--- src/rtl/core/spn_pkg.sv ---
// Shared types, S-box and bit permutation for the SPN block cipher.
package spn_pkg;

    localparam int BLK_W = 64;
    localparam int KEY_W = 64;
    localparam int RIDX_W = 5;
    localparam int KEY_ROT = 13;

    // Configuration register indexes
    typedef enum logic
    {
        REG_KEY_HIGH = 1'b0,
        REG_KEY_LOW  = 1'b1
    } spn_reg_t;

    // One pipeline beat: block plus the round key it still needs
    typedef struct packed
    {
        logic [BLK_W-1:0] blk;
        logic [KEY_W-1:0] key_hi;
        logic [KEY_W-1:0] key_lo;
    } spn_stage_t;

    localparam logic [3:0] SBOX [16] = '{
        4'h6, 4'h3, 4'hA, 4'h5, 4'hC, 4'h8, 4'h1, 4'hB,
        4'h0, 4'hD, 4'h9, 4'hE, 4'hF, 4'h2, 4'h7, 4'h4
    };

    function automatic logic [3:0] sub_nib(input logic [3:0] n);
        return SBOX[n];
    endfunction

    // bit i moves to bit 16*(i mod 4) + i/4
    function automatic logic [BLK_W-1:0] perm_bits(input logic [BLK_W-1:0] v);
        logic [BLK_W-1:0] r;
        r = '0;
        for (int i = 0; i < BLK_W; i++)
        begin
            r[(i % 4) * 16 + (i / 4)] = v[i];
        end
        return r;
    endfunction

endpackage

--- src/rtl/core/spn_cfg.sv ---
// Key register file written through the plain configuration port.
module spn_cfg
    import spn_pkg::*;
(
    input  logic             clk,
    input  logic             rst_n,
    input  logic             wr_en,
    input  logic             wr_index,
    input  logic [KEY_W-1:0] wr_data,
    output logic [KEY_W-1:0] key_high,
    output logic [KEY_W-1:0] key_low
);

    logic [KEY_W-1:0] key_high_reg;
    logic [KEY_W-1:0] key_low_reg;

    always_ff @(posedge clk or negedge rst_n)
    begin
        if (!rst_n)
        begin
            key_high_reg <= '0;
            key_low_reg  <= '0;
        end
        else if (wr_en)
        begin
            unique case (spn_reg_t'(wr_index))
                REG_KEY_HIGH: key_high_reg <= wr_data;
                REG_KEY_LOW:  key_low_reg  <= wr_data;
                default:      key_low_reg  <= key_low_reg;
            endcase
        end
    end

    assign key_high = key_high_reg;
    assign key_low  = key_low_reg;

endmodule

--- config.mk ---
export PLATFORM = sky130hd
export DESIGN_NAME = spn_cfg
export DESIGN_NICKNAME = d
export VERILOG_FILES = /design/src/rtl/core/spn_pkg.sv /design/src/rtl/core/spn_cfg.sv
export SDC_FILE = /design/constraint.sdc
export NUM_CORES = 1
export LEC_CHECK = 0
export ABC_AREA = 1
export BUFFER_PORTS_ARGS = -buffer_cell sky130_fd_sc_hd__buf_2
export CORE_MARGIN = 3
export CORE_UTILIZATION = 44
export DETAILED_ROUTE_END_ITERATION = 6
export PLACE_DENSITY = 0.76
export SLEW_MARGIN = 15
export SYNTH_ARGS = -nofsm -noshare
export SYNTH_HDL_FRONTEND = slang
export SYNTH_SLANG_ARGS = --single-unit
export TNS_END_PERCENT = 50
--- constraint.sdc ---
create_clock -name clk -period 0.8 [get_ports clk]
set_input_delay 0.04 -clock clk [delete_from_list [all_inputs] [get_ports clk]]
set_output_delay 0.04 -clock clk [all_outputs]
set_load 0.02 [all_outputs]
# Yosys cells after proc, flatten, opt, wreduce, memory -nomap -nowiden

Index checks and enable logic that the tools add are counted.

Output and inout bits: 128
Bits of input ports: 68
Register bits after elaboration: 128
Memory bits (read-only): 0
Latch bits: 0
Memories kept: 0
Word-level logic and storage cells: 5
RAM bits: 0

Multipliers: 0
Shift-type cells: 0
Multiplexer cells: 0
Magnitude comparators: 0
Eq/ne operators: 0
Bitwise logic cells: 1
Add/sub/neg operators: 0
Reductions and logical operators: 2
Div/mod/pow operators: 0

Operators by type and width:

| operator            | number |
|---|---|
| AND reduction 2 bit | 2 |
| NOT 1 bit           | 1 |

# Logic depth before layout (Yosys ltp)

Depth after elaboration: 2
Gate-level depth with buffers: 5

# Worst setup path after synthesis

OpenSTA, ideal clock, no wires.

Kind: reg2reg
Start point: register key_low[0] (netlist name)
End point: register key_low_reg[0], in the netlist key_low[0]
Clock period less this slack: 0.676 ns
Buffers on the path: 0
Data required time: 0.683 ns
Data arrival time: 0.559 ns
Setup slack: 0.124 ns
Setup time: 0.117 ns
Stages on the path, launching flop included: 3
Path through: dfrtp_1 nand2_1 nand2_1

RTL lines:

| item                 | line          | RTL |
|---|---|---|
| end signal, assigned | spn_cfg.sv:28 | `REG_KEY_LOW: key_low_reg <= wr_data;` |
| end signal, assigned | spn_cfg.sv:29 | `default: key_low_reg <= key_low_reg;` |
| end, declared        | spn_cfg.sv:15 | `logic [KEY_W-1:0] key_low_reg;` |

# Final worst setup path

Start point: register key_high_reg[47], in the netlist key_high[47]
End point: output key_high[47]

RTL lines:

| item                   | line          | RTL |
|---|---|---|
| start, declared        | spn_cfg.sv:14 | `logic [KEY_W-1:0] key_high_reg;` |
| start signal, assigned | spn_cfg.sv:27 | `REG_KEY_HIGH: key_high_reg <= wr_data;` |
| end, declared          | spn_cfg.sv:10 | `output logic [KEY_W-1:0] key_high,` |

No word-level cell between the ends.

==> results.ini <==
[run_status]
status=finished with violations
failed_checks=setup timing

[timing]
clock.fmax_ghz=0.983
finalHoldViolCount=0
post-route-period-util_pct=127
slew_headroom_pct=70.5
worst-slew-pin-transition_ns=0.443
setup_slack_ns=-0.217
finalSetupViolations=131
rsz0062_at_grt=true
finalMaxSlewViolations=0
fin_skew_ns=0
holdWs_ns=0.0527
min_period_ns=1.02

[floorplanning]
die_w_um=114
die-height_um=114
start_util_pct=46.2
dieArea_um2=13000
coreArea_um2=11100
ios=196
row_count=38

[placement]
io_buffers=195
gp_congestion=0.869
dpl_cell_area_um2=6290
dp_hpwl_um=9860

[clock_network]
cts_tree=done
htree_num_levels=4
cts_buffer_depth=2
cts_sinks=128
clockRootBuffer=clkbuf_16
path_clk_slew_ns=0.05
insertion_delay_ns=0.41
cts_inserted_buffers=17

[routing]
routed.top_layer=met4
wl_met1_um=6690
drt_iter0_drc=613
route.detailed.drc=0
via_per_inst=5.34
first_pass_iters=7
dr_wl_met3_um=1310
dr_wl_met2_um=9510
wl_um=18300
wl_per_cell_um=18.1
num_vias=5411
final_antenna_net_count=0

[synthesis]
syn_area_um2=5140
synth_top_cell_area_share_pct=62.3
seq_area_frac_synth_pct=62.3
synthTopCellsByArea=dfrtp_1 (62%), nand2_1 (19%), nand3_1 (12%)
synth_cells=555
ys_ff_latch=128
yosys.cell_types.count=8
yosysWarnings=0
synth.avg_cell_area_um2=9.27
synth_fp_nets=623
synth_area_leader_cell=dfrtp_1

[finish]
seqCellArea_um2=3200
finalNetCount=927
multiInputGateArea_um2=1620
drive_above_1_share_pct=33.5
syn_to_final_growth_pct=65.5
final_common_cell=nand2_1
layout_common_cells=nand2_1 (254), nand3_1 (128), dfrtp_1 (128)
fillers=691
stdcell_area_um2=8510

[pwr]
p_total_w=0.0208
power.density_nw_per_um2=2450
p_leak_nw=4.62
ir_drop_uv=1900

[run]
maxCapViolations=0

[hold_path]
holdCritPathClass=in2async

[critical_path]
crit_buf_inv=1
required_ns=0.76
r2r_end=key_high[22]
endpoint_kind=output port
path_cells=buf_6
worstPathArrival_ns=0.98
start_kind=register
max_stage_delay_ns=0.41
regToRegStartpoint=key_high[22]
r2r_slack_ns=-0.06
ff2ff_path_depth=4
crit_type=reg2out
path_max_fanout=2
critPathTopFamily=flip-flops
slowest_stage=dfrtp_1

[grt]
grt_use_total_pct=26.0
grt_pass1_vias=5232
grt_antenna_before_repair=1
grt_max_degree=54
grt.overflow.total=0
grt_pass1_wl_um=26400

synth_stat cells:
library cell / instances
buf_6: 18
buf_4: 4
nand2_2: 2
nand3_1: 128
buf_2: 18
dfrtp_1: 128
inv_1: 1
nand2_1: 256
logic make-up after synthesis:
| family | synth area share (%) |
|---|---|
| DFF | 62.3 |
| buffers and inverters | 6.35 |
| and+or+nand+nor | 31.4 |
through the flow:
step / setup TNS [ns] / cells / util (%) / worst slack, ns
floorplan: 0 / 555 / - / 0.124
global placement: -3.80 / 872 / 56.6 / -0.0646
detailed placement: -5.16 / 872 / 56.6 / -0.0887
CTS: -26.33 / 985 / 72.6 / -0.222
global route: -28.41 / 1012 / 76.5 / -0.246
finish: -23.93 / 1013 / 76.5 / -0.217
final cells by class:
class                           instances  area share (%)
Antenna cell                            2          0.0588
Clock buffer                           26            6.10
Clock inverter                          5           0.882
Inverter                                1          0.0441
Multi-Input combinational cell        386            19.0
Sequential cell                       128            37.6
Tap cell                              140            2.06
Timing Repair Buffer                  325            34.2
worst register-to-register path: stages (launching register included):
cell     delay [ns]
dfrtp_1        0.39
buf_4          0.14
buf_4          0.12
nand2_1        0.05
nand2_1        0.05
report_power, final:
part / switching (W) / internal [W] / leakage, nW / total [W]
registers: 0.000635 / 0.00730 / 1.58 / 0.00793
logic: 0.00270 / 0.00246 / 2.74 / 0.00516
clock network: 0.00267 / 0.00505 / 0.296 / 0.00772
worst max path at each step:
stage / startpoint / to / cells past startpoint
finish: key_high[47] / key_high[47] / 1
global route: key_high[47] / key_high[47] / 1
CTS: key_low[15] / key_low[15] / 1
detailed placement: wr_index / key_high[7] / 6
global placement: wr_index / key_high[54] / 6
floorplan: key_low[0] / key_low[0] / 2
timing repair:
action                                  CTS  global route
endpoints found under the setup margin  128           130
hold buffers                             66             0
resized for setup                       132            74
hold endpoints to repair                256             0
setup buffers                            16            26
pin swaps                                 0             1
routing by layer:
| layer | track usage [%] | vias to the layer above |
|---|---|---|
| met4 | 13.5 | 0 |
| met2 | 44.4 | 312 |
| met3 | 6.18 | 78 |
| li1 | - | 2391 |
| met1 | 30.4 | 2630 |
| met5 | 0 | - |
No activity file was read; power rests on OpenSTA's default activity.
