$ cat src/rtl/core/spn_pkg.sv
// Shared types, S-box and bit permutation for the SPN block cipher.
package spn_pkg;

    localparam int BLK_W = 64;
    localparam int KEY_W = 64;
    localparam int RIDX_W = 5;
    localparam int KEY_ROT = 13;

    // Configuration register indexes
    typedef enum logic
    {
        REG_KEY_HIGH = 1'b0,
        REG_KEY_LOW  = 1'b1
    } spn_reg_t;

    // One pipeline beat: block plus the round key it still needs
    typedef struct packed
    {
        logic [BLK_W-1:0] blk;
        logic [KEY_W-1:0] key_hi;
        logic [KEY_W-1:0] key_lo;
    } spn_stage_t;

    localparam logic [3:0] SBOX [16] = '{
        4'h6, 4'h3, 4'hA, 4'h5, 4'hC, 4'h8, 4'h1, 4'hB,
        4'h0, 4'hD, 4'h9, 4'hE, 4'hF, 4'h2, 4'h7, 4'h4
    };

    function automatic logic [3:0] sub_nib(input logic [3:0] n);
        return SBOX[n];
    endfunction

    // bit i moves to bit 16*(i mod 4) + i/4
    function automatic logic [BLK_W-1:0] perm_bits(input logic [BLK_W-1:0] v);
        logic [BLK_W-1:0] r;
        r = '0;
        for (int i = 0; i < BLK_W; i++)
        begin
            r[(i % 4) * 16 + (i / 4)] = v[i];
        end
        return r;
    endfunction

endpackage

$ cat src/rtl/core/spn_round.sv
// One registered cipher round: key mix, S-box layer, permutation, key update.
module spn_round
    import spn_pkg::*;
#(
    parameter int ROUND_IDX = 0
)
(
    input  logic       clk,
    input  logic       rst_n,
    input  logic       in_valid,
    input  spn_stage_t in_beat,
    output logic       out_valid,
    output spn_stage_t out_beat
);

    localparam logic [RIDX_W-1:0] RIDX = RIDX_W'(ROUND_IDX);

    logic             valid_reg;
    spn_stage_t       beat_reg;
    spn_stage_t       beat_next;
    logic [BLK_W-1:0] mixed;
    logic [BLK_W-1:0] subbed;
    logic [KEY_W-1:0] rot_lo;

    always_comb
    begin
        mixed = in_beat.blk ^ in_beat.key_lo;
        for (int n = 0; n < BLK_W / 4; n++)
        begin
            subbed[n*4 +: 4] = sub_nib(mixed[n*4 +: 4]);
        end
        beat_next.blk = perm_bits(subbed);

        // 128-bit rotate left by 13
        beat_next.key_hi = {in_beat.key_hi[KEY_W-KEY_ROT-1:0],
                            in_beat.key_lo[KEY_W-1:KEY_W-KEY_ROT]};
        rot_lo = {in_beat.key_lo[KEY_W-KEY_ROT-1:0],
                  in_beat.key_hi[KEY_W-1:KEY_W-KEY_ROT]};

        beat_next.key_lo = {rot_lo[KEY_W-1:KEY_W-RIDX_W] ^ RIDX,
                            rot_lo[KEY_W-RIDX_W-1:8],
                            sub_nib(rot_lo[7:4]),
                            sub_nib(rot_lo[3:0])};
    end

    always_ff @(posedge clk or negedge rst_n)
    begin
        if (!rst_n)
        begin
            valid_reg <= 1'b0;
        end
        else
        begin
            valid_reg <= in_valid;
        end
    end

    always_ff @(posedge clk)
    begin
        if (in_valid)
        begin
            beat_reg <= beat_next;
        end
    end

    assign out_valid = valid_reg;
    assign out_beat  = beat_reg;

endmodule

$ cat config.mk
export PLATFORM = sky130hd
export DESIGN_NAME = spn_round
export DESIGN_NICKNAME = d
export VERILOG_FILES = /design/src/rtl/core/spn_pkg.sv /design/src/rtl/core/spn_round.sv
export SDC_FILE = /design/constraint.sdc
export NUM_CORES = 1
export LEC_CHECK = 0
export BUFFER_PORTS_ARGS = -buffer_cell sky130_fd_sc_hd__buf_2
export CORE_AREA = 2 2 153 155
export CTS_CLUSTER_SIZE = 14
export DETAILED_ROUTE_END_ITERATION = 8
export DIE_AREA = 0 0 155 157
export MAX_ROUTING_LAYER = met4
export PLACE_DENSITY = 0.72
export SYNTH_ARGS = -nofsm -noshare
export SYNTH_HDL_FRONTEND = slang
export SYNTH_SLANG_ARGS = --single-unit
$ cat constraint.sdc
create_clock -name clk -period 0.8 [get_ports clk]
set_input_delay 0.16 -clock clk [delete_from_list [all_inputs] [get_ports clk]]
set_output_delay 0.16 -clock clk [all_outputs]
set_load 0.005 [all_outputs]
Word-level counts from Yosys, hierarchy flattened --
Memories as Yosys holds them, arrays and structs flattened. A register that Yosys moved wholly into a read port is not among the register bits. Cells that the tools add are included.
Operators by class: $lt $le $gt $ge 2, muxes and demuxes 4, bitwise logic cells 19
Operators with widths (count):
- 4-bit NOT with 5-bit output | 18
- 64-bit bitwise XOR | 1
- 4-bit two-way mux | 4
- 5-bit >= comparator (second input constant) | 2
Storage, ports and cells: bits in registers 129, ROM bits 1152, bits of input ports 195, output and inout bits 193, logic and storage cells 46, memories kept 18
Memories:
- (name not given) | words 16, bits a word 4, read ports 1, clocked after memory_dff 1, write ports 0, RTL line spn_pkg.sv:30 | return SBOX[n];
- (name not given) | words 16, bits a word 4, read ports 1, clocked after memory_dff 1, write ports 0, RTL line spn_pkg.sv:30
- (name not given) | words 16, bits a word 4, read ports 1, clocked after memory_dff 1, write ports 0, RTL line spn_pkg.sv:30
- (name not given) | words 16, bits a word 4, read ports 1, clocked after memory_dff 1, write ports 0, RTL line spn_pkg.sv:30
- (name not given) | words 16, bits a word 4, read ports 1, clocked after memory_dff 1, write ports 0, RTL line spn_pkg.sv:30
- (name not given) | words 16, bits a word 4, read ports 1, clocked after memory_dff 1, write ports 0, RTL line spn_pkg.sv:30
- +12 memories

Logic depth before layout (Yosys ltp) --
depth after elaboration 4, gate-level depth with buffers 6, mapped depth without buffers 6

Worst setup path before layout --
Ideal clock, no wire load.
path type input to register, start input port in_beat[24] (netlist bit), end register, netlist name out_beat[166], setup time 259 ps, arrival 1196 ps, required time 541 ps, setup slack -655 ps, stages 5, buffers on the path 0, cells stage by stage xor2_1 > ha_1 > nand2_1 > o311ai_0 > o31a_1
On the way: longest elaborated chain between the ends 2
Ends and longest elaborated chain:
- start, declared | RTL line spn_round.sv:11 | input spn_stage_t in_beat,
- 64-bit bitwise XOR | RTL line spn_round.sv:27 | mixed = in_beat.blk ^ in_beat.key_lo;
- 4-bit NOT with 5-bit output (not written as such) | RTL line spn_pkg.sv:30
No other way between the ends. A chain may end at the register's enable or synchronous reset.

Final worst setup path --
start register beat_reg, in the netlist out_beat[110], end output port out_beat[110] (netlist bit)
RTL lines:
- start, declared | RTL line spn_round.sv:19 | spn_stage_t beat_reg;
- start signal, assigned | RTL line spn_round.sv:62 | beat_reg <= beat_next;
- end, declared | RTL line spn_round.sv:13 | output spn_stage_t out_beat
No word-level cell between the ends.

==> results.md <==
- DR top layer: met4
- Initial antenna violation count: 1
- Core Area: 0.0225 sq mm
- Yosys reg bits: 193
- Die H: 157 microns
- Final HPWL DP: 20300 microns
- Max-slew violation count: 0
- First-pass GRT wire length: 45500 microns
- # DRC: 0
- Tcrit/Tclk final: 148%
- Crit Path Class: flop to output port
- # clock sinks: 193
- Peak VDD IR: 1.46 mV
- Metal3 WL: 2220 microns
- Gr usage total: 25.1%
- Post-route insts no fill: 1692
- WL per Instance: 19.6 microns
- CP top delay family: flip-flops
- Peak Freq: 843 MHz
- Number of buffers and inverters on the critical path: 1
- Leak pwr: 7.34 nW
- Placed Area: 0.0142 sq mm
- Clk root buf: clkbuf_16
- Finished layout cell area: 0.0179 sq mm
- Met2 Routed Length: 17900 microns
- Tot Pwr: 31.2 mW
- List of most frequent post-synthesis cells: 192 x edfxtp_1, 74 x ha_1, 57 x nor2_1
- Fillers: 1186
- Cell taking the most area after synthesis: edfxtp_1
- Layout overhead on the synthesized area: 84.6%
- Share of the synthesized area in the top cell type: 59.5%
- Number of port buffers: 387
- Nature of the critical path startpoint: flop
- Netlist Area Pre-Place: 0.00970 sq mm
- Post-synth net total: 991
- Most used DFF post-synth: edfxtp_1
- Post-synthesis sequential area ratio: 59.7%
- Initial core utilization: 43.1%
- Remaining antenna violation count: 0
- Worst-path cell with the longest stage delay: edfxtp_1
- Fin crit period: 1.19 ns
- Core Util, Final: 79.5%
- Async set-reset flop share out of synthesis: 0.518%
- H-tree Lvls: 4
- Final RePlAce weighted congestion: 0.847
- Syn Area/Cell: 13.4 sq um
- Wl on met1: 11400 microns
- Library cells used by synthesis: 40
- Headroom to the max-slew limit: 69.1%
- Critical Path Sink Type: output port
- CTS tree: yes
- Largest net degree at the start of global routing: 30
- Endpoints failing setup: 239
- Die ar.: 0.0243 sq mm
- Vias in the first global route: 8679
- Worst path cell trace: buf_2
- Worst slew pin tran: 0.461 ns
- Share of cells above drive strength 1: 61.3%
- Max Buffers Root-to-Sink: 2
- Synth Instances: 722
- Status: complete, but fails checks
- Final worst-path setup slack: -0.386 ns
- Min-Delay Path Class: input port to flop
- Total grt overflow: 0
- Count leader, synth: edfxtp_1
- CP required: 0.64 ns
- Rows: 55
- Vias: 8572
- Setup_tns: -60.89 ns
- Number of synthesized flops with an enable pin: 192
- Synth area leaders: edfxtp_1 59%, ha_1 9.5%, xnor2_1 5.0%, xor2_1 3.3%, a21oi_1 2.9%
- Max FO, Critical Path: 1
- Drt first pass iters: 9
- Power per Cell Area: 1740 mW/mm^2
- Vias per cell: 5.07
- Yosys warns: 0
- Cells after DPL: 1514
- Max Cap Viol: 0
- Nets: 1662
- Worst path max stage delay: 0.45 ns
- RSZ-0062 raised after global routing: yes
- TritonCTS Buffers: 17
- First DRT Iteration DRCs: 369
- Failing checks: negative setup slack
- Die W: 155 microns
- Crit path DAT: 1.03 ns
- IO Pins: 388
- Clock slew at reported path FFs: 0.08 ns
- Final WL: 33100 microns
- Final Hold Violating Endpoints: 0
## placed cells by master (no fill, tap or decap), drive strengths merged
master / Yosys / routed
nand3: 16 / 16
a21o: 1 / 1
inv: 48 / 52
o32ai: 1 / 1
ha: 74 / 74
nor3: 16 / 16
dfrtp: 1 / 1
xnor2: 68 / 69
mux2: 2 / 2
o21a: 3 / 3
o311ai: 1 / 1
nor2: 59 / 59
or3: 5 / 5
a211oi: 15 / 15
nor2b: 4 / 4
and2: 1 / 1
diode: 0 / 1
mux4: 4 / 4
a31oi: 4 / 4
nor3b: 5 / 5
mux2i: 4 / 4
edfxtp: 192 / 192
a221o: 1 / 1
buf: 0 / 552
o21ai: 33 / 33
clkinv: 0 / 10
a211o: 1 / 1
a221oi: 1 / 1
nand2: 42 / 42
and3b: 2 / 2
clkbuf: 4 / 19
clkinvlp: 0 / 1
o31a: 6 / 6
o31ai: 1 / 1
a21oi: 56 / 56
xor2: 47 / 47
o211ai: 4 / 4
dlygate4sd3: 0 / 101
## state kept, by name (all words and copies together), names as in the netlist
name       cells
out_valid      1
out_beat     192
## through the flow
| stage | hold slack [ns] | setup slack, ns |
|---|---|---|
| CTS | 0.000862 | -0.412 |
| global route | 0.00459 | -0.415 |
| floorplan | -0.136 | -0.559 |
| global placement | -0.0642 | -0.697 |
| detailed placement | -0.0637 | -0.718 |
| finish | 0.0208 | -0.386 |
## report_power, final
part	internal, mW	switching [mW]	total, mW
Clock	4.21	4.32	8.53
Combinational	5.06	4.81	9.87
Sequential	12.5	0.339	12.8
Total	21.8	9.47	31.2
## metal layers
layer  track usage, %  vias up
met1             25.5     4155
met2             46.4      360
met5                -        -
met3             6.14      103
met4             10.6        0
li1                 -     3954
## cells by family after synthesis
kind of cell,after synthesis,synth area share (%)
AOI/OAI and AO/OA,128,7.72
buffers and inverters,52,2.01
and+or+nand+nor,150,6.88
DFF,193,59.7
muxes,10,1.61
xor gates and xnor gates,115,12.5
adders and majority gates,74,9.55
## worst paths after layout
check | to | slack, ns | startpoint | cells past startpoint
min | out_beat[53] | 0.02 | in_beat[40] | 2
max | out_beat[110] | -0.39 | out_beat[110] | 1
min in group asynchronous | out_valid | 0.05 | rst_n | 2
max in group asynchronous | out_valid | 0.66 | rst_n | 2
## layout make-up
class / count / area, sq um / share of cell area (%)
diodes: 1 / 2.50 / 0.0140
clock buffers: 17 / 425 / 2.38
clock inverters: 15 / 165 / 0.923
inverters: 48 / 275 / 1.54
multi-input cells: 478 / 5850 / 32.7
flip-flops and latches: 193 / 5790 / 32.3
well taps: 285 / 357 / 1.99
repair buffers: 655 / 5030 / 28.1
## repair_timing
item / in CTS / in global routing
setup buffers: 31 / 14
setup endpoints to repair: 243 / 251
pin swaps: 89 / 106
hold buffers: 101 / 0
hold endpoints to repair: 101 / 0
resized for setup: 211 / 188
cloned: 0 / 1
Note: power is estimated with default switching activity, not from simulation.
